`config.mk`:
```
export PLATFORM = sky130hd
export DESIGN_NAME = button_click_hold_detector_core
export DESIGN_NICKNAME = d
export VERILOG_FILES = /design/src/rtl/core/bcd_pkg.sv /design/src/rtl/core/bcd_regs.sv /design/src/rtl/core/bcd_fsm.sv /design/src/rtl/core/button_click_hold_detector_core.sv
export SDC_FILE = /design/constraint.sdc
export NUM_CORES = 1
export LEC_CHECK = 0
export BUFFER_PORTS_ARGS = -buffer_cell sky130_fd_sc_hd__buf_2
export CAP_MARGIN = 15
export CELL_PAD_IN_SITES_DETAIL_PLACEMENT = 1
export CELL_PAD_IN_SITES_GLOBAL_PLACEMENT = 2
export CORE_MARGIN = 2
export CORE_UTILIZATION = 38
export DETAILED_ROUTE_END_ITERATION = 10
export HOLD_SLACK_MARGIN = 0.05
export PLACE_DENSITY_LB_ADDON = 0.1
export SYNTH_ARGS = -nofsm -noshare
export SYNTH_HDL_FRONTEND = slang
export SYNTH_HIERARCHICAL = 1
export SYNTH_SLANG_ARGS = --single-unit
```
`constraint.sdc`:
```
create_clock -name i_clk -period 12.4 [get_ports i_clk]
set_input_delay 0 -clock i_clk [delete_from_list [all_inputs] [get_ports i_clk]]
set_output_delay 0 -clock i_clk [all_outputs]
set_load 0.01 [all_outputs]
```
`src/rtl/core/bcd_pkg.sv`:
```
// Shared types, codes and reset constants of the button click and hold detector.
package bcd_pkg;

    localparam int unsigned TimeW     = 16;
    localparam int unsigned MsW       = 8;
    localparam int unsigned EventW    = 2;
    localparam int unsigned AddrW     = 4;
    localparam int unsigned DataW     = 32;

    localparam logic [TimeW-1:0] ClickResetMs   = 16'd20;
    localparam logic [TimeW-1:0] ReleaseResetMs = 16'd20;
    localparam logic [TimeW-1:0] HoldResetMs    = 16'd800;
    localparam logic [TimeW-1:0] AccMax         = 16'hFFFF;

    typedef enum logic [1:0] {
        REG_ACTIVE_LEVEL = 2'd0,
        REG_CLICK_MIN    = 2'd1,
        REG_RELEASE_MIN  = 2'd2,
        REG_HOLD_MIN     = 2'd3
    } t_reg_idx;

    typedef enum logic [3:0] {
        PH_DETECT   = 4'b0001,
        PH_DEBOUNCE = 4'b0010,
        PH_HOLD     = 4'b0100,
        PH_RELEASE  = 4'b1000
    } t_phase;

    typedef enum logic [EventW-1:0] {
        EV_IDLE  = 2'd0,
        EV_CLICK = 2'd1,
        EV_HOLD  = 2'd2
    } t_event;

    typedef struct packed {
        logic             active_level;
        logic [TimeW-1:0] click_min_ms;
        logic [TimeW-1:0] release_min_ms;
        logic [TimeW-1:0] hold_min_ms;
    } t_cfg;

endpackage

```
`src/rtl/core/bcd_regs.sv`:
```
// Configuration register file with its APB-style access port.
module bcd_regs
    import bcd_pkg::*;
(
    input  logic             i_clk,
    input  logic             i_rst_n,
    input  logic             psel,
    input  logic             penable,
    input  logic             pwrite,
    input  logic [AddrW-1:0] paddr,
    input  logic [DataW-1:0] pwdata,
    output logic [DataW-1:0] prdata,
    output logic             pready,
    output t_cfg             o_cfg
);

    t_cfg     r_cfg;
    t_reg_idx w_idx;
    logic     w_wr;

    assign pready = 1'b1;
    assign w_idx  = t_reg_idx'(paddr[AddrW-1:2]);
    assign w_wr   = psel && penable && pwrite;

    always_ff @(posedge i_clk) begin
        if (!i_rst_n) begin
            r_cfg.active_level   <= 1'b0;
            r_cfg.click_min_ms   <= ClickResetMs;
            r_cfg.release_min_ms <= ReleaseResetMs;
            r_cfg.hold_min_ms    <= HoldResetMs;
        end else if (w_wr) begin
            case (w_idx)
                REG_ACTIVE_LEVEL: r_cfg.active_level   <= pwdata[0];
                REG_CLICK_MIN:    r_cfg.click_min_ms   <= pwdata[TimeW-1:0];
                REG_RELEASE_MIN:  r_cfg.release_min_ms <= pwdata[TimeW-1:0];
                REG_HOLD_MIN:     r_cfg.hold_min_ms    <= pwdata[TimeW-1:0];
                default: ;
            endcase
        end
    end

    always_comb begin
        case (w_idx)
            REG_ACTIVE_LEVEL: prdata = {{(DataW-1){1'b0}}, r_cfg.active_level};
            REG_CLICK_MIN:    prdata = {{(DataW-TimeW){1'b0}}, r_cfg.click_min_ms};
            REG_RELEASE_MIN:  prdata = {{(DataW-TimeW){1'b0}}, r_cfg.release_min_ms};
            REG_HOLD_MIN:     prdata = {{(DataW-TimeW){1'b0}}, r_cfg.hold_min_ms};
            default:          prdata = '0;
        endcase
    end

    assign o_cfg = r_cfg;

endmodule

```
`src/rtl/core/bcd_fsm.sv`:
```
// Phase machine and saturating time accumulator, updated once per item.
module bcd_fsm
    import bcd_pkg::*;
(
    input  logic             i_clk,
    input  logic             i_rst_n,
    input  logic             i_step,
    input  logic             i_level,
    input  logic [MsW-1:0]   i_elapsed_ms,
    input  t_cfg             i_cfg,
    output t_event           o_event
);

    t_phase           r_phase;
    t_phase           n_phase;
    logic [TimeW-1:0] r_accum;
    logic [TimeW-1:0] n_accum;
    logic [TimeW:0]   w_sum;
    logic [TimeW-1:0] w_sat;
    logic             w_pressed;

    assign w_pressed = (i_level == i_cfg.active_level);
    assign w_sum     = {1'b0, r_accum} + {{(TimeW+1-MsW){1'b0}}, i_elapsed_ms};
    assign w_sat     = w_sum[TimeW] ? AccMax : w_sum[TimeW-1:0];

    always_comb begin
        n_phase = r_phase;
        n_accum = r_accum;
        o_event = EV_IDLE;
        case (r_phase)
            PH_DETECT: begin
                if (w_pressed) begin
                    n_accum = '0;
                    n_phase = PH_DEBOUNCE;
                end
            end
            PH_DEBOUNCE: begin
                if (w_pressed) begin
                    n_accum = w_sat;
                    if (w_sat > i_cfg.hold_min_ms) begin
                        n_accum = '0;
                        n_phase = PH_HOLD;
                        o_event = EV_HOLD;
                    end
                end else if (r_accum > i_cfg.click_min_ms) begin
                    n_accum = '0;
                    n_phase = PH_RELEASE;
                    o_event = EV_CLICK;
                end else begin
                    // A bounce shorter than the click time: accumulator is left as is.
                    n_phase = PH_DETECT;
                end
            end
            PH_HOLD, PH_RELEASE: begin
                if (w_pressed) begin
                    if (r_phase == PH_HOLD) begin
                        o_event = EV_HOLD;
                    end
                    n_accum = '0;
                end else begin
                    n_accum = w_sat;
                    if (w_sat > i_cfg.release_min_ms) begin
                        n_accum = '0;
                        n_phase = PH_DETECT;
                    end
                end
            end
            default: begin
                n_phase = PH_DETECT;
            end
        endcase
    end

    always_ff @(posedge i_clk) begin
        if (!i_rst_n) begin
            r_phase <= PH_DETECT;
            r_accum <= '0;
        end else if (i_step) begin
            r_phase <= n_phase;
            r_accum <= n_accum;
        end
    end

    a_hold_enters_hold: assert property (@(posedge i_clk) disable iff (!i_rst_n)
        i_step && (o_event == EV_HOLD) |=> (r_phase == PH_HOLD) && (r_accum == '0))
        else $error("hold event did not leave the machine in hold with a clear accumulator");

    a_click_enters_release: assert property (@(posedge i_clk) disable iff (!i_rst_n)
        i_step && (o_event == EV_CLICK) |=> (r_phase == PH_RELEASE) && (r_accum == '0))
        else $error("click event did not leave the machine in release");

    a_state_holds_idle: assert property (@(posedge i_clk) disable iff (!i_rst_n)
        !i_step |=> $stable(r_phase) && $stable(r_accum))
        else $error("state changed without an item");

    a_click_from_debounce: assert property (@(posedge i_clk) disable iff (!i_rst_n)
        i_step && (o_event == EV_CLICK) |-> (r_phase == PH_DEBOUNCE) && !w_pressed)
        else $error("click reported outside a debounce release");

endmodule

```
`src/rtl/core/button_click_hold_detector_core.sv`:
```
// Top level of the button click and hold detector: handshakes, item and result registers.
//
// Each accepted item is one scan tick (pin level plus milliseconds since the last
// scan) and yields exactly one event code: idle, click or hold. The block takes one
// item per clock cycle unless the result register is full and stalled. An item waits
// in the item register until the result register is empty or being taken; its result
// is then written into the result register and offered there. The rate is set by
// the phase and accumulator update, a loop of one 16-bit saturating add and compare.
// Configuration registers sit at byte addresses 0, 4, 8 and 12 and are to be written
// only while no items are in flight.
module button_click_hold_detector_core
    import bcd_pkg::*;
(
    input  logic              i_clk,
    input  logic              i_rst_n,
    input  logic              i_in_valid,
    output logic              o_in_stall,
    input  logic              i_level,
    input  logic [MsW-1:0]    i_elapsed_ms,
    output logic              o_out_valid,
    input  logic              i_out_stall,
    output logic [EventW-1:0] o_event_res,
    input  logic              psel,
    input  logic              penable,
    input  logic              pwrite,
    input  logic [AddrW-1:0]  paddr,
    input  logic [DataW-1:0]  pwdata,
    output logic [DataW-1:0]  prdata,
    output logic              pready
);

    t_cfg           w_cfg;
    t_event         w_event;
    logic           r_in_vld;
    logic           r_level;
    logic [MsW-1:0] r_elapsed_ms;
    logic           r_out_vld;
    t_event         r_event;
    logic           w_adv;
    logic           w_step;
    logic           w_in_acc;

    // The item register moves on whenever the result register is empty or being taken.
    assign w_adv      = !r_out_vld || !i_out_stall;
    assign w_step     = r_in_vld && w_adv;
    assign o_in_stall = r_in_vld && !w_adv;
    assign w_in_acc   = i_in_valid && !o_in_stall;

    bcd_regs u_regs (
        .i_clk   (i_clk),
        .i_rst_n (i_rst_n),
        .psel    (psel),
        .penable (penable),
        .pwrite  (pwrite),
        .paddr   (paddr),
        .pwdata  (pwdata),
        .prdata  (prdata),
        .pready  (pready),
        .o_cfg   (w_cfg)
    );

    bcd_fsm u_fsm (
        .i_clk        (i_clk),
        .i_rst_n      (i_rst_n),
        .i_step       (w_step),
        .i_level      (r_level),
        .i_elapsed_ms (r_elapsed_ms),
        .i_cfg        (w_cfg),
        .o_event      (w_event)
    );

    always_ff @(posedge i_clk) begin
        if (!i_rst_n) begin
            r_in_vld  <= 1'b0;
            r_out_vld <= 1'b0;
        end else begin
            if (w_in_acc) begin
                r_in_vld <= 1'b1;
            end else if (w_step) begin
                r_in_vld <= 1'b0;
            end
            if (w_step) begin
                r_out_vld <= 1'b1;
            end else if (!i_out_stall) begin
                r_out_vld <= 1'b0;
            end
        end
    end

    always_ff @(posedge i_clk) begin
        if (w_in_acc) begin
            r_level      <= i_level;
            r_elapsed_ms <= i_elapsed_ms;
        end
        if (w_step) begin
            r_event <= w_event;
        end
    end

    assign o_out_valid = r_out_vld;
    assign o_event_res = r_event;

endmodule
```
Yosys cells after proc, flatten, opt, wreduce, memory -nomap -nowiden
Cells that the tools add are included.

Output and inout bits: 37. Input port bits: 52. Bits in registers: 82.

Add/sub/neg operators: 1. Order comparisons: 3. Eq/ne operators: 14. Multiplexer cells: 26. Reduce and logical (&&, ||, !) cells: 20.

Operators by type and width (number): $pmux 32 s4 (1); $mux 16 (7); $gt 16x16->1 (3); $pmux 16 s3 (1); $mux 4 (6); $add 16x8->17 (1); $pmux 4 s3 (1); $mux 2 (4); $reduce_and 2->1 (4); $ne 2x1->1 const B (3); $logic_and 1x1->1 (5); $mux 1 (5); $reduce_and 5->1 (1); $eq 2x2->1 const B (2); $eq 4x1->1 const B (1); $eq 4x2->1 const B (1); $eq 4x3->1 const B (1); $eq 4x4->1 const B (1); $logic_not 1->1 (4); $pmux 2 s2 (1); $reduce_and 4->1 (1); $ne 3x1->1 const B (1); $ne 3x3->1 const B (1); $reduce_bool 3->1 (1); 7 further kinds (7).

Logic depth before layout (Yosys ltp)
Gate-level depths: netlist (run 1).

Word-level depth: 7. Depth in mapped cells: 19.

By module
The synthesis (run 1) kept the hierarchy.

Modules (own cells, without submodules): bcd_fsm (cells an instance 356, area an instance 2756.4 um^2, sequential area each 400.4 um^2, instances 1); bcd_regs (cells an instance 248, area an instance 2407.3 um^2, sequential area each 980.9 um^2, instances 1); button_click_hold_detector_core (cells an instance 19, area an instance 414.1 um^2, sequential area each 370.4 um^2, instances 1).

Worst setup path before layout (run 1)
No wires, ideal clock.

Path type: reg2reg. Start point: reg r_elapsed_ms[0]. End point: reg u_fsm.r_phase[2]. Buffers on the path: 1. Stages on the path, launching flop included: 18. Library setup time: 0.070 ns. Path slack: 7.957 ns. Clock period less this slack: 4.443 ns. Arrival: 4.373 ns. Path through: edfxtp_1 -> ha_1 -> fa_1 -> a211oi_1 -> nor2_1 -> o21a_1 -> o41a_1 -> clkbuf_1 -> nor3b_1 -> a21oi_1 -> ha_1 -> nand4_2 -> or4_4 -> a21oi_4 -> nor4_1 -> or3_4 -> or3_1 -> a21oi_1.

Word-level cells in the longest chain between the ends: 5.

RTL lines: start, declared (RTL line button_click_hold_detector_core.sv:36) `logic [MsW-1:0] r_elapsed_ms;`; start signal, assigned (RTL line button_click_hold_detector_core.sv:93) `r_elapsed_ms <= i_elapsed_ms;`; $add 16x8->17 * (RTL line bcd_fsm.sv:23) `assign w_sum = {1'b0, r_accum} + {{(TimeW+1-MsW){1'b0}}, i_elapsed_ms};`; $mux 16 * (RTL line bcd_fsm.sv:24) `assign w_sat = w_sum[TimeW] ? AccMax : w_sum[TimeW-1:0];`; $gt 16x16->1 (on tied branches) (RTL line bcd_fsm.sv:40, bcd_fsm.sv:62); $ne 3x3->1 (no source line) or $ne 2x1->1 (tied branches); $reduce_and 5->1 (no source line) *; end signal, assigned (RTL line bcd_fsm.sv:79) `r_phase <= n_phase;`; end, declared (RTL line bcd_fsm.sv:14) `t_phase r_phase;`.

Every way passes the cells marked *; elsewhere a longest branch is shown, timed or not. A chain may end at the register's enable or synchronous reset.

Final worst setup path (run 1)
Start point: reg r_elapsed_ms[0]. End point: reg u_fsm.r_accum[15].

Word-level cells in the longest chain between the ends: 6.

RTL lines: $add 16x8->17 * (RTL line bcd_fsm.sv:23); $mux 16 * (RTL line bcd_fsm.sv:24); $gt 16x16->1 (on tied branches) (RTL line bcd_fsm.sv:62, bcd_fsm.sv:40); $mux 16 (on tied branches) (RTL line bcd_fsm.sv:62, bcd_fsm.sv:40); $mux 16 (on tied branches) (RTL line bcd_fsm.sv:55, bcd_fsm.sv:38); $pmux 16 s3 * (RTL line bcd_fsm.sv:30) `case (r_phase)`; end signal, assigned (RTL line bcd_fsm.sv:80) `r_accum <= n_accum;`; end, declared (RTL line bcd_fsm.sv:16) `logic [TimeW-1:0] r_accum;`.

Marks and branches as above.

==> results.sh, run 1 <==
export IMPL_setup_viol=0
export IMPL_cp_end_kind="flop"
export IMPL_r2r_start="r_elapsed_ms[0]"
export IMPL_min_from="penable"
export IMPL_n_fill_cell=1718
export IMPL_worst_pin_slew_ns=0.941
export IMPL_status="completed"
export IMPL_path_cells="ha_1 -> fa_1 -> a211oi_1 -> nor2_1 -> o21a_1 -> o41a_1 -> nand2_1 -> a31oi_1 -> ha_1 -> nand4_2 -> or4_4 -> or2_2 -> o31a_2 -> o21ai_2 -> nor3b_1 -> o22a_1"
export IMPL_grt_overflow_total=0
export IMPL_p_total_mw=0.614
export IMPL_route_vias_total=4742
export IMPL_critPathSlowestCell="o21ai_2"
export IMPL_holdPathEnd="u_regs/o_cfg[8]"
export IMPL_synth_top_cell_area_share=0.255
export IMPL_core_area_um2=14400
export IMPL_start_util=0.387
export IMPL_avgViaCountPerCell=5.42
export IMPL_clk_latency_ns=0.35
export IMPL_diodes=0
export IMPL_rr_endpoint="u_fsm/r_accum[15]"
export IMPL_port_buffers=53
export IMPL_synth_ff_type="dfxtp_1"
export IMPL_wl_mm=16.3
export IMPL_clock_fmax_mhz=183
export IMPL_rows=44
export IMPL_cp_num_buf_inv=0
export IMPL_rsz0062_at_grt="no"
export IMPL_maxCapViolCount=0
export IMPL_power_per_cell_area_nw_per_um2=95.5
export IMPL_postCtsSetupRepairBufs=0
export IMPL_vdd_drop_max_mv=0.0782
export IMPL_area_delta_synth_final_pct=15.3
export IMPL_netlist_top_cell_by_area="dfxtp_1"
export IMPL_cts_root_buf="clkbuf_16"
export IMPL_netlist_area_um2=5580
export IMPL_synth_seq_cells=82
export IMPL_die_width_um=125
export IMPL_setup_total_negative_slack_ns=0
export IMPL_slew_headroom=0.367
export IMPL_drt_initial_drc_count=183
export IMPL_synth_edf_count=11
export IMPL_synth_cell_types=71
export IMPL_fin_crit_ns=5.47
export IMPL_reg2reg_setup_slack_ns=6.93
export IMPL_worstPathMaxFanout=15
export IMPL_worstHoldPathCells=4
export IMPL_dieHeight_um=125
export IMPL_cp_arrival_ns=5.77
export IMPL_path_delay_family="compound AO/OA/AOI/OAI gates"
export IMPL_ant_nets=0
export IMPL_ys_async_sr_fraction=0
export IMPL_drc=0
export IMPL_drive_gt1_frac=0.145
export IMPL_place_gp_congestion=0.857
export IMPL_crit_type="reg -> reg"
export IMPL_fin_crit_sh=0.441
export IMPL_critPathRequiredTime_ns=12.70
export IMPL_grt_pass1_wl_mm=26.4
export IMPL_numClockSinks=82
export IMPL_path_common_cell="ha_1"
export IMPL_ios=89
export IMPL_firstDrtPassIters=4
export IMPL_multiInputGateArea_um2=3380
export IMPL_cts_tree="yes"
export IMPL_hold_violations=0
export IMPL_maxSlewViolCount=0
export IMPL_antenna_found_initial=0
export IMPL_reg2reg_depth=16
export IMPL_leakage_nw=2.71
export IMPL_fin_nets=795
export IMPL_die_area_um2=15700
export IMPL_final_cell_mix="nand2_1, dfxtp_1, inv_1, ha_1, buf_2"
export IMPL_grt_max_degree=73
export IMPL_cts_reportedPaths_clkPinSlew_ns=0.07
export IMPL_grt_pass1_vias=4844
export IMPL_wl_per_cell_um=18.6
export IMPL_worst_setup_path_start_kind="flop"
export IMPL_synth_area_leaders="dfxtp_1, ha_1, mux2i_1"
export IMPL_sequential_cell_area_um2=1750
export IMPL_cts_resized=0
export IMPL_cts_htree_levels=3
export IMPL_hold_class="in -> reg"
export IMPL_synth_seq_area_share=0.314
export IMPL_ys_warn_count=6
export IMPL_mostFrequentLayoutCell="nand2_1"
export IMPL_hpwl_mm=12.1
export IMPL_cts_buffers=9
export IMPL_avgSynthCellArea_um2=8.95
export IMPL_slowest_delay_ns=0.62
export IMPL_grt_total_usage=0.214
export IMPL_clk_path_buf_depth=2
export IMPL_skew_ns=0.0132
export IMPL_postSynthCellCount=623
[cells in the mapped netlist, drive strengths merged, types with 5 or more instances]
cell	instances
nand4	13
o211ai	7
edfxtp	11
a32o	12
o21a	8
nand2	83
xnor2	7
ha	56
nor3	6
nor2	15
a31oi	9
mux2i	44
clkbuf	11
inv	56
a22o	15
o21ai	20
buf	35
a21oi	36
mux2	15
nand3	11
and3	6
dfxtp	71
a211oi	5
nor2b	11
[layout make-up]
type,instances,area share
Clock buffer,13,0.0422
Clock inverter,3,0.00331
Inverter,56,0.0327
Multi-Input combinational cell,454,0.526
Sequential cell,82,0.272
Tap cell,184,0.0358
Timing Repair Buffer,83,0.0878
[stage by stage]
stage,utilization,setup slack [ns],cell area (µm²),cells,hold slack [ns]
4_1_cts,0.445,6.90,6410,874,0.0906
3_3_place_gp,0.406,6.96,5850,831,0.176
3_5_place_dp,0.406,6.92,5850,831,0.178
6_report,0.446,6.93,6430,875,0.0989
2_1_floorplan,-,7.96,5630,638,0.0989
5_1_grt,0.446,6.60,6430,875,0.119
[kinds of logic after synthesis]
family / Yosys count / synth area share
xor gates and xnor gates: 9 / 0.0141
buffers and inverters: 102 / 0.0902
DFF: 82 / 0.314
AOI/OAI and AO/OA: 137 / 0.174
other: 2 / 0.00135
muxes: 60 / 0.113
and+or+nand+nor: 174 / 0.164
adders and majority gates: 57 / 0.129
[where the power goes]
group | internal [mW] | switching (mW)
Combinational | 0.0287 | 0.0417
Sequential | 0.274 | 0.00388
Clock | 0.154 | 0.112
[how the worst max path moves through the flow]
stage,start,to,slack [ns],depth (start not counted)
after floorplan,r_elapsed_ms[0],u_fsm/r_phase[2],7.96,17
final,r_elapsed_ms[0],u_fsm/r_accum[15],6.93,16
after CTS,r_elapsed_ms[0],u_fsm/r_accum[15],6.90,16
after detailed placement,r_elapsed_ms[0],u_fsm/r_accum[15],6.92,16
after global placement,r_elapsed_ms[0],u_fsm/r_accum[15],6.96,16
after global routing,r_elapsed_ms[0],u_fsm/r_accum[15],6.60,16
[worst reg2reg max path, stage by stage, from the launching register on]
cell	delay [ns]
edfxtp_1	0.37
ha_1	0.25
fa_1	0.43
a211oi_1	0.26
nor2_1	0.10
o21a_1	0.19
o41a_1	0.50
nand2_1	0.41
a31oi_1	0.26
ha_1	0.40
nand4_2	0.13
or4_4	0.61
or2_2	0.33
o31a_2	0.14
o21ai_2	0.62
nor3b_1	0.27
o22a_1	0.15
[metal layers]
layer	routed length [µm]	part of all wire	vias to the layer above	track usage
met5	0	0	-	0
met4	176	0.011	0	0.0418
met3	508	0.031	14	0.0424
met2	8210	0.50	79	0.388
met1	7370	0.45	2311	0.265
li1	-	-	2338	-
[state kept, by name (all words and copies together), names as in the netlist]
name / flops
r_in_vld: 1
u_fsm/r_accum: 16
r_elapsed_ms: 8
u_fsm/r_phase: 4
r_level: 1
u_regs/o_cfg: 49
o_event_res: 2
o_out_valid: 1
[timing repair]
item,in CTS,in global routing
hold buffers,27,0
endpoints found under the hold margin,60,0
setup endpoints to repair,0,0
Note: power is estimated with default switching activity, not from simulation.
==> inputs of run 2 (changes only) <==
- CORE_UTILIZATION: 38 -> 32
- clock period: 12.4 -> 4.53 ns (I/O delays scaled with it)
==> run 2 against run 1 <==
Sequential power increased to 2.7 times the previous value; non-clock buffer count increased by 42; clock skew decreased by 0.0043 ns; combinational power increased to 2.9 times the previous value; total power increased to 2.8 times the previous value; global-route usage decreased by 1.8 points; final cell count increased by 9.4%; sequential cell count unchanged; critical endpoint is now u_fsm/r_phase[2]; largest cell class unchanged; highest routed layer unchanged.
==> results.sh, run 2 (synthesis gave the netlist of run 1 again) <==
export IMPL_route_vias_total=4849
export IMPL_worst_pin_slew_ns=0.982
export IMPL_wl_mm=17.1
export IMPL_grt_pass1_wl_mm=27.8
export IMPL_rows=48
export IMPL_dieHeight_um=136
export IMPL_crit_type="reg -> reg"
export IMPL_clk_path_buf_depth=2
export IMPL_clock_fmax_mhz=227
export IMPL_skew_ns=0.00891
export IMPL_final_util=0.402
export IMPL_grt_overflow_total=0
export IMPL_reg2reg_setup_slack_ns=0.11
export IMPL_place_gp_congestion=0.829
export IMPL_power_per_cell_area_nw_per_um2=252
export IMPL_cts_buffers=9
export IMPL_cts_reportedPaths_clkPinSlew_ns=0.06
export IMPL_grt_max_degree=73
export IMPL_cts_root_buf="clkbuf_16"
export IMPL_numClockSinks=82
export IMPL_critPathSlowestCell="or4_4"
export IMPL_hpwl_mm=13.4
export IMPL_final_cell_mix="nand2_1, dfxtp_1, inv_1"
export IMPL_ant_nets=0
export IMPL_drive_gt1_frac=0.212
export IMPL_drc=0
export IMPL_die_area_um2=18500
export IMPL_maxSlewViolCount=0
export IMPL_largest_reg_flops=49
export IMPL_r2r_start="r_elapsed_ms[0]"
export IMPL_core_area_um2=17200
export IMPL_fin_crit_sh=0.975
export IMPL_die_width_um=136
export IMPL_slowest_delay_ns=0.58
export IMPL_drt_initial_drc_count=162
export IMPL_cp_arrival_ns=4.64
export IMPL_post_place_ws_ns=-0.122
export IMPL_antenna_found_initial=0
export IMPL_firstDrtPassIters=4
export IMPL_worstHoldPathCells=4
export IMPL_port_buffers=53
export IMPL_mostFrequentLayoutCell="nand2_1"
export IMPL_vdd_drop_max_mv=0.186
export IMPL_leakage_nw=2.94
export IMPL_fin_area_um2=6910
export IMPL_n_fill_cell=2045
export IMPL_hold_class="in -> reg"
export IMPL_grt_pass1_vias=5301
export IMPL_worst_setup_path_start_kind="flop"
export IMPL_fin_nets=837
export IMPL_rsz0062_at_grt="yes"
export IMPL_placed_cells=907
export IMPL_ios=89
export IMPL_start_util=0.325
export IMPL_cp_end_kind="flop"
export IMPL_hold_violations=0
export IMPL_path_cells="ha_2 -> fa_2 -> a211oi_2 -> nor2_1 -> o21a_1 -> o41a_1 -> buf_4 -> nor3b_4 -> a21oi_2 -> ha_1 -> nand4_2 -> or4_4 -> a21oi_4 -> nor4_2 -> or3_4 -> buf_4 -> o21ai_0 -> a21oi_2"
export IMPL_place_area_um2=6170
export IMPL_critPathRequiredTime_ns=4.76
export IMPL_final_cells=957
export IMPL_cts_tree="yes"
export IMPL_maxCapViolCount=0
export IMPL_status="completed"
export IMPL_area_delta_synth_final_pct=23.9
export IMPL_clk_latency_ns=0.35
export IMPL_setup_total_negative_slack_ns=0
export IMPL_setup_viol=0
export IMPL_setup_slack_ns=0.115
export IMPL_holdPathEnd="u_regs/o_cfg[9]"
export IMPL_worstPathMaxFanout=4
export IMPL_wl_per_cell_um=17.9
export IMPL_min_from="penable"
export IMPL_rr_endpoint="u_fsm/r_phase[2]"
export IMPL_diodes=0
export IMPL_cts_htree_levels=3
export IMPL_fin_crit_ns=4.42
export IMPL_reg2reg_depth=18
export IMPL_grt_total_usage=0.196
export IMPL_avgViaCountPerCell=5.07
export IMPL_slew_headroom=0.339
## run 2: cell types whose count changed in the layout (fill, tap and decap cells not counted), moves of 3 or more
cell	change
buf_4	+40
a21oi_1	-3
a21oi_2	+3
buf_6	+3
## run 2: per-layer routing
metal,up-vias,global-route usage,routed length (µm),share of wire
li1,2420,-,-,-
met1,2358,0.238,7790,0.45
met2,54,0.357,8740,0.51
met3,17,0.0224,317,0.018
met4,0,0.0694,303,0.018
met5,-,0,0,0
## run 2: worst max-delay path, delay by kind of cell, from the launching register on
kind	cells	cell delay [ns]
AOI/OAI and AO/OA	7	1.32
DFF	1	0.38
and+or+nand+nor	6	1.41
adders and majority gates	3	0.87
buffers and inverters	2	0.34
## run 2: power breakdown
group	internal, mW	switching [mW]	total, mW
Combinational	0.0835	0.117	0.201
Clock	0.480	0.299	0.779
Sequential	0.751	0.0110	0.762
## run 2: worst max path at each step
stage	start	to	depth (start not counted)
finish	r_elapsed_ms[0]	u_fsm/r_phase[2]	18
global route	r_elapsed_ms[0]	u_fsm/r_phase[2]	18
CTS	r_elapsed_ms[0]	u_fsm/r_phase[0]	17
detailed placement	r_elapsed_ms[0]	o_event_res[1]	17
global placement	r_elapsed_ms[0]	o_event_res[1]	16
floorplan	r_elapsed_ms[0]	u_fsm/r_phase[2]	17
## run 2: repair_timing
action	CTS	global route
pin swaps	3	15
gates resized for setup	7	20
setup buffers	2	6
hold buffers	27	0
cloned	0	0
setup endpoints to repair	15	21
endpoints found under the hold margin	60	0
## run 2: cell type report
type / count / area, µm² / share of cell area
multi-input combinational: 454 / 3480 / 0.504
sequential: 82 / 1750 / 0.253
timing repair buffer: 125 / 885 / 0.128
tap: 225 / 282 / 0.0407
clock buffer: 12 / 236 / 0.0342
inverter: 56 / 210 / 0.0304
clock inverter: 3 / 65.1 / 0.00941
## run 2: per-stage QoR
step | power [mW] | hold WS [ns]
finish | 1.74 | 0.103
global route | 1.82 | 0.133
CTS | 1.77 | 0.0915
detailed placement | 0.959 | 0.179
global placement | 0.955 | 0.176
floorplan | 0.903 | 0.0989
